[src/rtl/i2cm_pkg.sv]
// i2cm_pkg: shared types, codes and widths of the I2C master bit engine.
// Used by i2cm_core and i2c_master_bit_engine_top; no dependencies.
package i2cm_pkg;

    localparam int unsigned MODE_W     = 3;
    localparam int unsigned BYTE_W     = 8;
    localparam int unsigned STATUS_W   = 2;
    localparam int unsigned CNT_W      = 4;
    localparam int unsigned S_TDATA_W  = 16;  // 12 field bits, padded to bytes
    localparam int unsigned M_TDATA_W  = 16;  // 15 field bits, padded to bytes
    localparam int unsigned ACK_TIMEOUT_W     = 8;
    localparam logic [ACK_TIMEOUT_W-1:0] ACK_TIMEOUT_RST = 8'd21;

    // Command codes carried in mode; the unused codes act as no command.
    localparam logic [MODE_W-1:0] MODE_NONE    = 3'd0;
    localparam logic [MODE_W-1:0] MODE_START   = 3'd1;
    localparam logic [MODE_W-1:0] MODE_STOP    = 3'd2;
    localparam logic [MODE_W-1:0] MODE_SEND    = 3'd3;
    localparam logic [MODE_W-1:0] MODE_RX_ACK  = 3'd4;
    localparam logic [MODE_W-1:0] MODE_RX_NACK = 3'd5;

    localparam logic [STATUS_W-1:0] STATUS_OK      = 2'd0;
    localparam logic [STATUS_W-1:0] STATUS_NO_ACK  = 2'd1;
    localparam logic [STATUS_W-1:0] STATUS_BUS_BSY = 2'd2;

    localparam logic [CNT_W-1:0] BITS_PER_BYTE = 4'd8;

    typedef enum logic [3:0] {
        PH_IDLE      = 4'd0,
        PH_START_CHK = 4'd1,
        PH_STOP_HIGH = 4'd2,
        PH_STOP_END  = 4'd3,
        PH_TX_LOW    = 4'd4,
        PH_TX_HIGH   = 4'd5,
        PH_WACK_LOW  = 4'd6,
        PH_WACK_HIGH = 4'd7,
        PH_RX_HIGH   = 4'd8,
        PH_RX_LOW    = 4'd9,
        PH_AK_LOW    = 4'd10,
        PH_AK_HIGH   = 4'd11
    } t_phase;

    // One input tick.
    typedef struct packed {
        logic               sda_level;
        logic [BYTE_W-1:0]  tx_byte;
        logic [MODE_W-1:0]  mode;
    } t_tick;

    // One result item, packed so that scl_level lands in bit 0.
    typedef struct packed {
        logic [STATUS_W-1:0] status;
        logic [BYTE_W-1:0]   rx_byte;
        logic                done_res;
        logic                busy_res;
        logic                sda_enable;
        logic                sda_drive;
        logic                scl_level;
    } t_result;

endpackage

[src/rtl/i2c_master_bit_engine_top.sv]
// i2c_master_bit_engine_top: stream wrapper of the I2C master bit engine.
// Depends on i2cm_pkg and i2cm_core.
//
//  channel   dir  handshake                    payload
//  --------  ---  ---------------------------  ------------------------------------
//  s_axis    in   i_s_axis_tvalid/o_..._tready tick: mode, tx_byte, sda_level
//  m_axis    out  o_m_axis_tvalid/i_..._tready result: drive, busy/done, rx, status
//  cfg       in   i_cfg_we                     ack_timeout, 8 bits
//
// One tick per clock sustained while i_m_axis_tready stays high. A tick is
// captured in the input register; the engine state and the result register
// then update together when the tick steps. The result register holding
// back (i_m_axis_tready low) stalls the input register, which then stalls
// the input side; nothing is dropped. Reset (synchronous, active low) empties
// both registers and returns the engine to idle with both lines released and
// ack_timeout = 21.
module i2c_master_bit_engine_top
    import i2cm_pkg::*;
#(
    parameter logic [ACK_TIMEOUT_W-1:0] P_ACK_TIMEOUT_RST = ACK_TIMEOUT_RST
) (
    input  logic                     i_clk,
    input  logic                     i_rst_n,
    // configuration: ack_timeout
    input  logic                     i_cfg_we,
    input  logic [ACK_TIMEOUT_W-1:0] i_cfg_wdata,
    // input ticks
    input  logic                     i_s_axis_tvalid,
    output logic                     o_s_axis_tready,
    // [2:0] mode, [10:3] tx_byte, [11] sda_level, [15:12] zero
    input  logic [S_TDATA_W-1:0]     i_s_axis_tdata,
    // results
    output logic                     o_m_axis_tvalid,
    input  logic                     i_m_axis_tready,
    // [0] scl_level, [1] sda_drive, [2] sda_enable, [3] busy_res,
    // [4] done_res, [12:5] rx_byte, [14:13] status, [15] zero
    output logic [M_TDATA_W-1:0]     o_m_axis_tdata
);

    localparam int unsigned TICK_W = $bits(t_tick);
    localparam int unsigned RES_W  = $bits(t_result);

    logic    r_in_valid;
    t_tick   r_in_tick;
    logic    r_out_valid;
    t_result r_out_res;
    t_result w_res;
    logic    w_step;
    logic    w_out_free;

    // The result register frees up when empty or when its transfer completes.
    assign w_out_free      = !r_out_valid || i_m_axis_tready;
    assign w_step          = r_in_valid && w_out_free;
    assign o_s_axis_tready = !r_in_valid || w_step;

    always_ff @(posedge i_clk) begin
        if (!i_rst_n) begin
            r_in_valid <= 1'b0;
        end else if (o_s_axis_tready) begin
            r_in_valid <= i_s_axis_tvalid;
        end
    end

    always_ff @(posedge i_clk) begin
        if (o_s_axis_tready && i_s_axis_tvalid) begin
            r_in_tick <= t_tick'(i_s_axis_tdata[TICK_W-1:0]);
        end
    end

    i2cm_core #(
        .P_ACK_TIMEOUT_RST (P_ACK_TIMEOUT_RST)
    ) u_core (
        .i_clk       (i_clk),
        .i_rst_n     (i_rst_n),
        .i_cfg_we    (i_cfg_we),
        .i_cfg_wdata (i_cfg_wdata),
        .i_step      (w_step),
        .i_tick      (r_in_tick),
        .o_result    (w_res)
    );

    always_ff @(posedge i_clk) begin
        if (!i_rst_n) begin
            r_out_valid <= 1'b0;
        end else if (w_out_free) begin
            r_out_valid <= w_step;
        end
    end

    always_ff @(posedge i_clk) begin
        if (w_step) begin
            r_out_res <= w_res;
        end
    end

    assign o_m_axis_tvalid = r_out_valid;
    assign o_m_axis_tdata  = {{(M_TDATA_W-RES_W){1'b0}}, r_out_res};

endmodule

[src/rtl/i2cm_core.sv]
// i2cm_core: engine state registers and the per-tick next-state logic.
// Depends on i2cm_pkg. Advances one tick whenever i_step is high.
module i2cm_core
    import i2cm_pkg::*;
#(
    parameter logic [ACK_TIMEOUT_W-1:0] P_ACK_TIMEOUT_RST = ACK_TIMEOUT_RST
) (
    input  logic                     i_clk,
    input  logic                     i_rst_n,
    input  logic                     i_cfg_we,
    input  logic [ACK_TIMEOUT_W-1:0] i_cfg_wdata,
    input  logic                     i_step,
    input  t_tick                    i_tick,
    output t_result                  o_result
);

    logic [ACK_TIMEOUT_W-1:0] r_ack_timeout;
    t_phase                   r_phase,  n_phase;
    logic [MODE_W-1:0]        r_cmd,    n_cmd;
    logic [CNT_W-1:0]         r_bits,   n_bits;
    logic [BYTE_W-1:0]        r_shift,  n_shift;
    logic [BYTE_W-1:0]        r_retry,  n_retry;
    logic                     r_scl,    n_scl;
    logic                     r_sda,    n_sda;
    logic                     r_sda_en, n_sda_en;
    logic [BYTE_W-1:0]        r_rx,     n_rx;
    logic [STATUS_W-1:0]      r_status, n_status;
    logic                     n_done;
    logic [CNT_W-1:0]         w_bits_dec;
    logic [BYTE_W-1:0]        w_shift_l;

    assign w_bits_dec = r_bits - 1'b1;
    assign w_shift_l  = {r_shift[BYTE_W-2:0], 1'b0};

    always_ff @(posedge i_clk) begin
        if (!i_rst_n) begin
            r_ack_timeout <= P_ACK_TIMEOUT_RST;
        end else if (i_cfg_we) begin
            r_ack_timeout <= i_cfg_wdata;
        end
    end

    always_ff @(posedge i_clk) begin
        if (!i_rst_n) begin
            r_phase  <= PH_IDLE;
            r_cmd    <= MODE_NONE;
            r_bits   <= '0;
            r_shift  <= '0;
            r_retry  <= '0;
            r_scl    <= 1'b1;
            r_sda    <= 1'b1;
            r_sda_en <= 1'b1;
            r_rx     <= '0;
            r_status <= STATUS_OK;
        end else if (i_step) begin
            r_phase  <= n_phase;
            r_cmd    <= n_cmd;
            r_bits   <= n_bits;
            r_shift  <= n_shift;
            r_retry  <= n_retry;
            r_scl    <= n_scl;
            r_sda    <= n_sda;
            r_sda_en <= n_sda_en;
            r_rx     <= n_rx;
            r_status <= n_status;
        end
    end

    always_comb begin
        n_phase  = r_phase;
        n_cmd    = r_cmd;
        n_bits   = r_bits;
        n_shift  = r_shift;
        n_retry  = r_retry;
        n_scl    = r_scl;
        n_sda    = r_sda;
        n_sda_en = r_sda_en;
        n_rx     = r_rx;
        n_status = r_status;
        n_done   = 1'b0;
        unique case (r_phase)
            PH_IDLE: begin
                unique case (i_tick.mode)
                    MODE_START: begin
                        n_cmd    = i_tick.mode;
                        n_scl    = 1'b1;
                        n_sda    = 1'b1;
                        n_sda_en = 1'b1;
                        n_phase  = PH_START_CHK;
                    end
                    MODE_STOP: begin
                        n_cmd    = i_tick.mode;
                        n_scl    = 1'b0;
                        n_sda    = 1'b0;
                        n_sda_en = 1'b1;
                        n_phase  = PH_STOP_HIGH;
                    end
                    MODE_SEND: begin
                        n_cmd    = i_tick.mode;
                        n_shift  = i_tick.tx_byte;
                        n_bits   = BITS_PER_BYTE;
                        n_scl    = 1'b0;
                        n_sda    = i_tick.tx_byte[BYTE_W-1];
                        n_sda_en = 1'b1;
                        n_phase  = PH_TX_LOW;
                    end
                    MODE_RX_ACK, MODE_RX_NACK: begin
                        n_cmd    = i_tick.mode;
                        n_shift  = '0;
                        n_bits   = BITS_PER_BYTE;
                        n_scl    = 1'b1;
                        n_sda    = 1'b1;
                        n_sda_en = 1'b0;
                        n_phase  = PH_RX_HIGH;
                    end
                    default: begin
                        n_phase = PH_IDLE;
                    end
                endcase
            end
            PH_START_CHK: begin
                // low SDA while released means another master holds the bus
                if (!i_tick.sda_level) begin
                    n_status = STATUS_BUS_BSY;
                end else begin
                    n_sda    = 1'b0;
                    n_status = STATUS_OK;
                end
                n_phase = PH_IDLE;
                n_done  = 1'b1;
            end
            PH_STOP_HIGH: begin
                n_scl   = 1'b1;
                n_sda   = 1'b0;
                n_phase = PH_STOP_END;
            end
            PH_STOP_END: begin
                n_sda    = 1'b1;
                n_status = STATUS_OK;
                n_phase  = PH_IDLE;
                n_done   = 1'b1;
            end
            PH_TX_LOW: begin
                n_scl   = 1'b1;
                n_phase = PH_TX_HIGH;
            end
            PH_TX_HIGH: begin
                n_shift = w_shift_l;
                n_bits  = w_bits_dec;
                n_scl   = 1'b0;
                if (w_bits_dec != '0) begin
                    n_sda   = w_shift_l[BYTE_W-1];
                    n_phase = PH_TX_LOW;
                end else begin
                    n_sda    = 1'b1;
                    n_sda_en = 1'b0;
                    n_retry  = '0;
                    n_phase  = PH_WACK_LOW;
                end
            end
            PH_WACK_LOW: begin
                n_scl   = 1'b1;
                n_phase = PH_WACK_HIGH;
            end
            PH_WACK_HIGH: begin
                if (!i_tick.sda_level) begin
                    n_scl    = 1'b0;
                    n_status = STATUS_OK;
                    n_phase  = PH_IDLE;
                    n_done   = 1'b1;
                end else if (r_retry >= r_ack_timeout) begin
                    n_scl    = 1'b0;
                    n_status = STATUS_NO_ACK;
                    n_phase  = PH_IDLE;
                    n_done   = 1'b1;
                end else begin
                    n_retry = r_retry + 1'b1;
                end
            end
            PH_RX_HIGH: begin
                n_shift = {r_shift[BYTE_W-2:0], i_tick.sda_level};
                n_bits  = w_bits_dec;
                n_scl   = 1'b0;
                n_phase = PH_RX_LOW;
            end
            PH_RX_LOW: begin
                if (r_bits != '0) begin
                    n_scl   = 1'b1;
                    n_phase = PH_RX_HIGH;
                end else begin
                    n_rx     = r_shift;
                    n_scl    = 1'b0;
                    n_sda_en = 1'b1;
                    n_sda    = (r_cmd == MODE_RX_NACK);
                    n_phase  = PH_AK_LOW;
                end
            end
            PH_AK_LOW: begin
                n_scl   = 1'b1;
                n_phase = PH_AK_HIGH;
            end
            PH_AK_HIGH: begin
                n_scl    = 1'b0;
                n_status = STATUS_OK;
                n_phase  = PH_IDLE;
                n_done   = 1'b1;
            end
            default: begin
                n_phase = PH_IDLE;
            end
        endcase
    end

    always_comb begin
        o_result.scl_level  = n_scl;
        o_result.sda_drive  = n_sda;
        o_result.sda_enable = n_sda_en;
        o_result.busy_res   = (n_phase != PH_IDLE);
        o_result.done_res   = n_done;
        o_result.rx_byte    = n_rx;
        o_result.status     = n_status;
    end

endmodule
[config.mk]
export PLATFORM = sky130hd
export DESIGN_NAME = i2c_master_bit_engine_top
export DESIGN_NICKNAME = d
export VERILOG_FILES = /design/src/rtl/i2cm_pkg.sv /design/src/rtl/i2c_master_bit_engine_top.sv /design/src/rtl/i2cm_core.sv
export SDC_FILE = /design/constraint.sdc
export NUM_CORES = 1
export LEC_CHECK = 0
export BUFFER_PORTS_ARGS = -buffer_cell sky130_fd_sc_hd__buf_2
export CORE_ASPECT_RATIO = 1.2
export CORE_MARGIN = 2
export CORE_UTILIZATION = 30
export DETAILED_ROUTE_END_ITERATION = 10
export GPL_TIMING_DRIVEN = 0
export SYNTH_ARGS = -nofsm -noshare
export SYNTH_HDL_FRONTEND = slang
export SYNTH_HIERARCHICAL = 1
export SYNTH_SLANG_ARGS = --single-unit
[constraint.sdc]
create_clock -name i_clk -period 4.14 [get_ports i_clk]
set_clock_uncertainty 0.15 [all_clocks]
set_input_delay 0.207 -clock i_clk [delete_from_list [all_inputs] [get_ports i_clk]]
set_output_delay 0.207 -clock i_clk [all_outputs]
set_load 0.03 [all_outputs]
# Yosys cells after proc, flatten, opt, wreduce, memory -nomap -nowiden
# Cells that the tools add are included.
[totals] regBits=77 inputBits=29 output_inout_bits=18 word_cells=113
[classes] addsub=2 order_cmp=1 eq_ne=22 muxes=37 n_reduce_logical=28
[ops] operator="$mux W8" n=5
[ops] operator="$pmux W4 S9" n=1
[ops] operator="$pmux W8 S2" n=2
[ops] operator="$pmux W8 S3" n=1
[ops] operator="$eq A4 B3 Y1 const B" n=4
[ops] operator="$eq A4 B4 Y1 const B" n=4
[ops] operator="$pmux W4 S4" n=1
[ops] operator="$reduce_or A3 Y1" n=5
[ops] operator="$mux W4" n=3
[ops] operator="$reduce_bool A4 Y1" n=3
[ops] operator="$mux W1" n=10
[ops] operator="$mux W2" n=5
[ops] operator="$eq A3 B3 Y1 const B" n=3
[ops] operator="$reduce_and A3 Y1" n=3
[ops] operator="$add A8 B1 Y8 const B" n=1
[ops] operator="$eq A4 B2 Y1 const B" n=2
[ops] operator="$ge A8 B8 Y1" n=1
[ops] operator="$ne A2 B2 Y1 const B" n=4
[ops] operator="$pmux W4 S2" n=1
[ops] operator="$reduce_or A2 Y1" n=4
[ops] operator="$eq A3 B2 Y1 const B" n=2
[ops] operator="$pmux W1 S2" n=3
[ops] operator="$pmux W1 S3" n=2
[ops] operator="$pmux W1 S6" n=1
[ops] operator="other kinds (15)" n=19

# Logic depth before layout (Yosys ltp)
# Gate-level depths: netlist (run 1).
[depth] ltp_word=5 mapped_depth=10 depth_no_buf=8

# Hierarchy
# Netlist (run 1), hierarchy kept.
[modules_own_cells] mod="i2cm_core" instances=1 cells_per_inst=365 area_each_um2=2877.8 seq_area_each_um2=960.9
[modules_own_cells] mod="i2c_master_bit_engine_top" instances=1 cells_per_inst=38 area_each_um2=925.9 seq_area_each_um2=850.8

# Worst setup path after synthesis (run 1)
# OpenSTA, ideal clock, no wires.
[synth_timing] kind="register -> register" from="reg r_out_valid (netlist: o_m_axis_tvalid)" to="reg u_core.r_retry[5]" setup_ps=70 arrival_time_ps=3022 required_ps=3920 path_slack_ps=898 stages_incl_launch_ff=10 path_buffers=1 synth_period_minus_slack_ps=3242 cell_sequence="dfxtp_1 -> nor2b_4 -> nor2b_1 -> buf_2 -> inv_2 -> or4_1 -> clkinv_1 -> a21boi_2 -> or4_1 -> a21oi_1"
[synth_between] elab_chain_cells=4
[synth_lines] element="start: declaration" line_no="i2c_master_bit_engine_top.sv:45" rtl="logic r_out_valid;"
[synth_lines] element="start signal: assignment" line_no="i2c_master_bit_engine_top.sv:86" rtl="r_out_valid <= w_step;"
[synth_lines] element="$logic_not A1 Y1" line_no="i2c_master_bit_engine_top.sv:52" rtl="assign w_out_free = !r_out_valid || i_m_axis_tready;"
[synth_lines] element="$logic_or A1 B1 Y1" line_no="i2c_master_bit_engine_top.sv:52"
[synth_lines] element="$logic_and A1 B1 Y1" line_no="i2c_master_bit_engine_top.sv:53" rtl="assign w_step = r_in_valid && w_out_free;"
[synth_lines] element="net w_step" line_no="i2c_master_bit_engine_top.sv:48" rtl="logic w_step;"
[synth_lines] element="$reduce_and A5 Y1 (no line)"
[synth_lines] element="end signal: assignment" line_no="i2cm_core.sv:60" rtl="r_retry <= n_retry;"
[synth_lines] element="end: declaration" line_no="i2cm_core.sv:22" rtl="logic [BYTE_W-1:0] r_retry, n_retry;"
# The timed path passes the listed nets, and every way through them passes these cells.
# A chain may end at the register's enable or synchronous reset.

# Worst setup path in the final report (run 1)
[layout_timing] from="reg r_out_valid (netlist: o_m_axis_tvalid)" to="reg u_core.r_retry[2]"
# The elaborated chain is that of the path after synthesis.

==> results_dict.tcl, run 1 <==
set metrics [dict create \
    post_cts_buffers 0 \
    grt_pass1_wl_mm 15.6 \
    clk_pin_slew_ns 0.06 \
    ys_top_cells_by_count "dfxtp_1, nor2_1, nand2_1" \
    finalWeightedCongestion 0.926 \
    synth_nets 445 \
    die_h_um 127 \
    cts_sinks 77 \
    dr.pass1.iters 4 \
    hold_buffers 21 \
    wire_per_inst_um 14.6 \
    start_util 0.304 \
    netlist_instances 403 \
    ys_seq_elements 77 \
    cts_resized 0 \
    synth_area_leaders "dfxtp_1, edfxtp_1, mux2i_1, ha_1, nor2_1" \
    crit_fanout 10 \
    reg2reg_depth 11 \
    worst_hold_path_type "in2reg" \
    synthToLayoutAreaGrowth_pct 24.3 \
    viasPerCell 4.96 \
    yosys.area.top_type "dfxtp_1" \
    pre_cts_ws_ns 0.937 \
    cts_buffers 9 \
    fin_ws_ns 0.961 \
    nets 518 \
    ys.warnings.count 6 \
    cp_data_arrival_time_ns 3.30 \
    grt_pass1_vias 3260 \
    routed_wl_mm 9.39 \
    slew_headroom 0.293 \
    reg2reg_from "o_m_axis_tvalid$_SDFFE_PN0P_" \
    async_flop_share 0 \
    ys_types 57 \
    timing.setup.tns_ns 0 \
    htree_levels 3 \
    antenna_found_initial 0 \
    synthFlopType "dfxtp_1" \
    required_ns 4.26 \
    setup.worst_path.class "reg2reg" \
    chipWidth_um 107 \
    cp-endpoint "u_core/r_retry[2]$_SDFFE_PN0P_" \
    max_stage_delay_ns 0.53 \
    grt_setup_unrepaired "false" \
    finalSetupViolCount 0 \
    portBuffers 40 \
    hpwl_mm 6.65 \
    antenna_cells 0 \
    worst_slew_pin_slew_ns 1.06 \
    slew_viol_final 0 \
    max_freq_ghz 0.315 \
    cts_max_path_buffers 2 \
    synth_edf_count 27 \
    drc_errors 0 \
    endpoint_kind "register" \
    ant_nets 0 \
    r2r-end "u_core/r_retry[2]$_SDFFE_PN0P_" \
    track_usage 0.147 \
    synth.most_common_cell "dfxtp_1" \
    cts_tree "built" \
    ios 47 \
    yosysTopAreaCellShare 0.263 \
    ir_drop_mv 0.191 \
    fillers 1263 \
    row_count 45 \
    die-area_um2 13600 \
    maxCapViolCount 0 \
    coreArea_um2 12500 \
    p_total_mw 1.94 \
    clk_latency_ns 0.34 \
    outcome "finished clean" \
    overflow 0 \
    worst_path_max_delay_cell "or4_1" \
    post_synth.cell_area_avg_um2 9.44 \
    via_count 3201 \
    r2r_slack_ns 0.96 \
    finalHoldViolCount 0 \
    path_cells "nor2b_4 -> nor2b_2 -> buf_8 -> buf_2 -> inv_2 -> or4_1 -> clkinv_1 -> a21boi_2 -> clkbuf_1 -> or3_1 -> a21oi_1" \
    root_buffer "clkbuf_16" \
    drive_gt1_frac 0.173 \
    finalCritPeriodShare 0.768 \
    grt_max_degree 14 \
    power.density_nw_per_um2 410 \
    synth_area_um2 3800 \
    drtIter0Drc 236 \
    p_leak_nw 1.87 \
    crit_path_start_kind "register" \
    cp-startpoint "o_m_axis_tvalid$_SDFFE_PN0P_" \
    yosysSeqAreaShare 0.476 \
    fin_crit_ns 3.18 \
]
-- how the worst min path moves through the flow --
stage	start	cells past startpoint	to	slack, ns
5_1_grt	i_rst_n	2	o_m_axis_tvalid$_SDFFE_PN0P_	0.09
3_3_place_gp	i_s_axis_tdata[4]	1	r_in_tick[4]$_DFFE_PP_	0.24
6_report	i_m_axis_tready	3	r_in_valid$_SDFFE_PN0P_	0.07
3_5_place_dp	i_s_axis_tdata[7]	1	r_in_tick[7]$_DFFE_PP_	0.24
4_1_cts	i_m_axis_tready	3	r_in_valid$_SDFFE_PN0P_	0.07
2_1_floorplan	i_s_axis_tdata[0]	0	r_in_tick[0]$_DFFE_PP_	0.16
-- power by group --
group / internal (mW) / total [mW] / leakage (nW) / switching (mW)
clock network: 0.467 / 0.778 / 0.147 / 0.311
registers: 0.826 / 0.850 / 0.667 / 0.0242
logic: 0.126 / 0.309 / 1.06 / 0.183
-- through the flow --
stage / area (um2) / utilization / instances / hold WS, ns
after floorplan: 3800 / - / 403 / 0.156
after global placement: 4210 / 0.337 / 607 / 0.235
after detailed placement: 4230 / 0.338 / 608 / 0.235
after CTS: 4730 / 0.378 / 645 / 0.0650
after global routing: 4730 / 0.378 / 645 / 0.0948
final: 4730 / 0.378 / 645 / 0.0740
-- worst max-delay path, delay by kind of cell (launching register included) --
kind / cells / cell delay, ns
AOI/OAI and AO/OA: 2 / 0.25
DFF: 1 / 0.34
buffers and inverters: 5 / 0.90
and+or+nand+nor: 4 / 1.46
-- final cells by class --
| class | instances | area (um2) | area share |
|---|---|---|---|
| clock buffer | 10 | 229 | 0.0484 |
| tap | 164 | 205 | 0.0434 |
| clock inverter | 6 | 62.6 | 0.0132 |
| inverter | 26 | 97.6 | 0.0206 |
| multi-input combinational | 275 | 1780 | 0.376 |
| buffer | 25 | 119 | 0.0251 |
| sequential | 77 | 1810 | 0.383 |
| timing repair buffer | 62 | 425 | 0.0900 |
-- cells in the final DEF (no fill, tap or decap), drive strengths merged, types with 9 or more instances in the layout --
cell type and n:
a21oi 25, o21ai 25, nor2b 9, mux2i 17
clkbuf 23, dlygate4sd3 21, nand3b 9, or3 10
nand2 39, nor2 40, buf 53, dfxtp 50
ha 13, inv 26, edfxtp 27
-- cell families after synthesis --
| logic type | synth area share |
|---|---|
| and+or+nand+nor | 0.192 |
| buffers and inverters | 0.0569 |
| adders and majority gates | 0.0428 |
| AOI/OAI and AO/OA | 0.163 |
| DFF | 0.476 |
| other | 0.000986 |
| muxes | 0.0684 |
-- sequential cells by signal, summed over array words and instances, names as in the netlist --
register              cells
o_m_axis_tdata           15
u_core/r_shift            8
u_core/r_cmd              3
u_core/r_rx               8
u_core/r_bits             4
o_m_axis_tvalid           1
r_in_valid                1
u_core/r_sda_en           1
u_core/r_phase            4
u_core/r_sda              1
r_in_tick                12
u_core/r_ack_timeout      8
u_core/r_retry            8
u_core/r_scl              1
u_core/r_status           2
-- metal layers --
layer  GRT usage  vias to the layer above  share of wire
met5           0                        -              0
met4      0.0772                        0          0.029
met3      0.0347                       23          0.048
met2       0.246                       85           0.48
met1       0.174                     1511           0.44
li1            -                     1582              -
Power figures use the tool's default switching activity.
==> run 2, diff against run 1 <==
- clock period: 4.14 -> 2.72 ns (I/O delays scaled with it)
==> results_dict.tcl, run 2 (synthesis results as in run 1) <==
set metrics [dict create \
    root_buffer "clkbuf_16" \
    power.density_nw_per_um2 618 \
    coreArea_um2 12500 \
    routed_wl_mm 9.28 \
    r2r_slack_ns 0.17 \
    r2r-end "u_core/r_retry[5]$_SDFFE_PN0P_" \
    crit_path_start_kind "register" \
    start_util 0.304 \
    clk_latency_ns 0.33 \
    p_seq_frac 0.438 \
    comb_power_share 0.159 \
    outcome "finished clean" \
    hpwl_mm 6.56 \
    drive_gt1_frac 0.184 \
    fin_area_um2 4780 \
    overflow 0 \
    pwr-share-clk 0.403 \
    viasPerCell 4.89 \
    chipWidth_um 107 \
    grt_pass1_wl_mm 15.6 \
    finalWeightedCongestion 0.905 \
    fin_cells 649 \
    htree_levels 3 \
    die-area_um2 13600 \
    grt_setup_unrepaired "false" \
    synthToLayoutAreaGrowth_pct 25.6 \
    cp-endpoint "u_core/r_retry[5]$_SDFFE_PN0P_" \
    die_h_um 127 \
    drc_errors 0 \
    final_util 0.382 \
    reg2reg_depth 9 \
    finalSetupViolCount 0 \
    internal_power_mw 2.16 \
    setup.worst_path.class "reg2reg" \
    dp.cells 607 \
    maxCapViolCount 0 \
    worst_slew_pin_slew_ns 1.08 \
    cp-startpoint "o_m_axis_tvalid$_SDFFE_PN0P_" \
    mostFrequentLayoutCell "dfxtp_1" \
    ios 47 \
    ant_nets 0 \
    grt_pass1_vias 3212 \
    p_leak_nw 1.89 \
    cts_sinks 77 \
    cts_max_path_buffers 2 \
    fin_crit_ns 2.55 \
    dr.pass1.iters 5 \
    finalHoldViolCount 0 \
    nets 522 \
    reg2reg_from "o_m_axis_tvalid$_SDFFE_PN0P_" \
    worst_hold_path_type "in2reg" \
    crit_fanout 8 \
    max_freq_ghz 0.392 \
    cts_buffers 9 \
    required_ns 2.83 \
    grt_max_degree 16 \
    placed_cell_area_um2 4220 \
    largest_reg_flops 15 \
    ir_drop_mv 0.313 \
    drtIter0Drc 239 \
    slew_headroom 0.277 \
    slew_viol_final 0 \
    p_total_mw 2.95 \
    via_count 3171 \
    whs_ns 0.0143 \
    switchingPower_mw 0.790 \
    wire_per_inst_um 14.3 \
    antenna_found_initial 0 \
    cts_tree "built" \
    cp_data_arrival_time_ns 2.66 \
    track_usage 0.144 \
    layout_common_cells "dfxtp_1, buf_2, nor2_1" \
    switching_share 0.267 \
    endpoint_kind "register" \
    clk_pin_slew_ns 0.06 \
    portBuffers 40 \
    finalCritPeriodShare 0.939 \
    row_count 45 \
    antenna_cells 0 \
]
run 2: what timing repair did:
item | CTS | global route
pin swaps | 0 | 1
hold endpoints to repair | 22 | 0
setup buffers | 1 | 2
resized for setup | 0 | 7
setup endpoints to repair | 8 | 17
hold buffers | 23 | 0
run 2: power groups by stage:
stage | sequential (mW) | combinational, mW | clock, mW
detailed placement | 1.32 | 0.440 | 0
finish | 1.29 | 0.470 | 1.19
global placement | 1.32 | 0.434 | 0
CTS | 1.29 | 0.470 | 1.23
global route | 1.30 | 0.522 | 1.29
floorplan | 1.34 | 0.298 | 0
run 2: metrics by stage:
| stage | setup WS (ns) | TNS [ns] |
|---|---|---|
| 6_report | 0.167 | 0 |
| 5_1_grt | 0.0103 | 0 |
| 4_1_cts | 0.0106 | 0 |
| 3_5_place_dp | -0.290 | -1.43 |
| 3_3_place_gp | -0.252 | -1.00 |
| 2_1_floorplan | 0.0153 | 0 |
run 2: final cells by class:
class | instances | area, um2
flip-flops and latches | 77 | 1810
multi-input cells | 275 | 1790
clock buffers | 9 | 225
well taps | 164 | 205
repair buffers | 66 | 453
inverters | 26 | 97.6
clock inverters | 7 | 75.1
plain buffers | 25 | 124
fillers | 1282 | 7720
run 2: critical path, cell delays in order (launching register included):
cell	delay (ns)
dfxtp_1	0.34
nor2b_4	0.15
nor2b_4	0.15
buf_4	0.19
inv_2	0.10
or4_1	0.53
clkinv_1	0.10
a21boi_2	0.09
or4_1	0.51
a21oi_1	0.15
run 2: worst min path at each step:
stage / start / endpoint / slack, ns / depth (start not counted)
global route: i_m_axis_tready / o_m_axis_tvalid$_SDFFE_PN0P_ / 0.008 / 3
detailed placement: i_s_axis_tdata[11] / r_in_tick[11]$_DFFE_PP_ / 0.16 / 1
floorplan: i_s_axis_tdata[0] / r_in_tick[0]$_DFFE_PP_ / 0.08 / 0
global placement: i_s_axis_tdata[5] / r_in_tick[5]$_DFFE_PP_ / 0.16 / 1
CTS: i_m_axis_tready / o_m_axis_tvalid$_SDFFE_PN0P_ / 0.005 / 3
finish: i_m_axis_tready / o_m_axis_tvalid$_SDFFE_PN0P_ / 0.01 / 3
run 2: routing by layer:
layer / vias up / share of wire / global-route usage / wire, um
met5: - / 0 / 0 / 0
met4: 0 / 0.021 / 0.0619 / 195
met3: 15 / 0.044 / 0.0332 / 410
met2: 85 / 0.49 / 0.247 / 4550
met1: 1479 / 0.44 / 0.173 / 4120
li1: 1592 / - / - / -
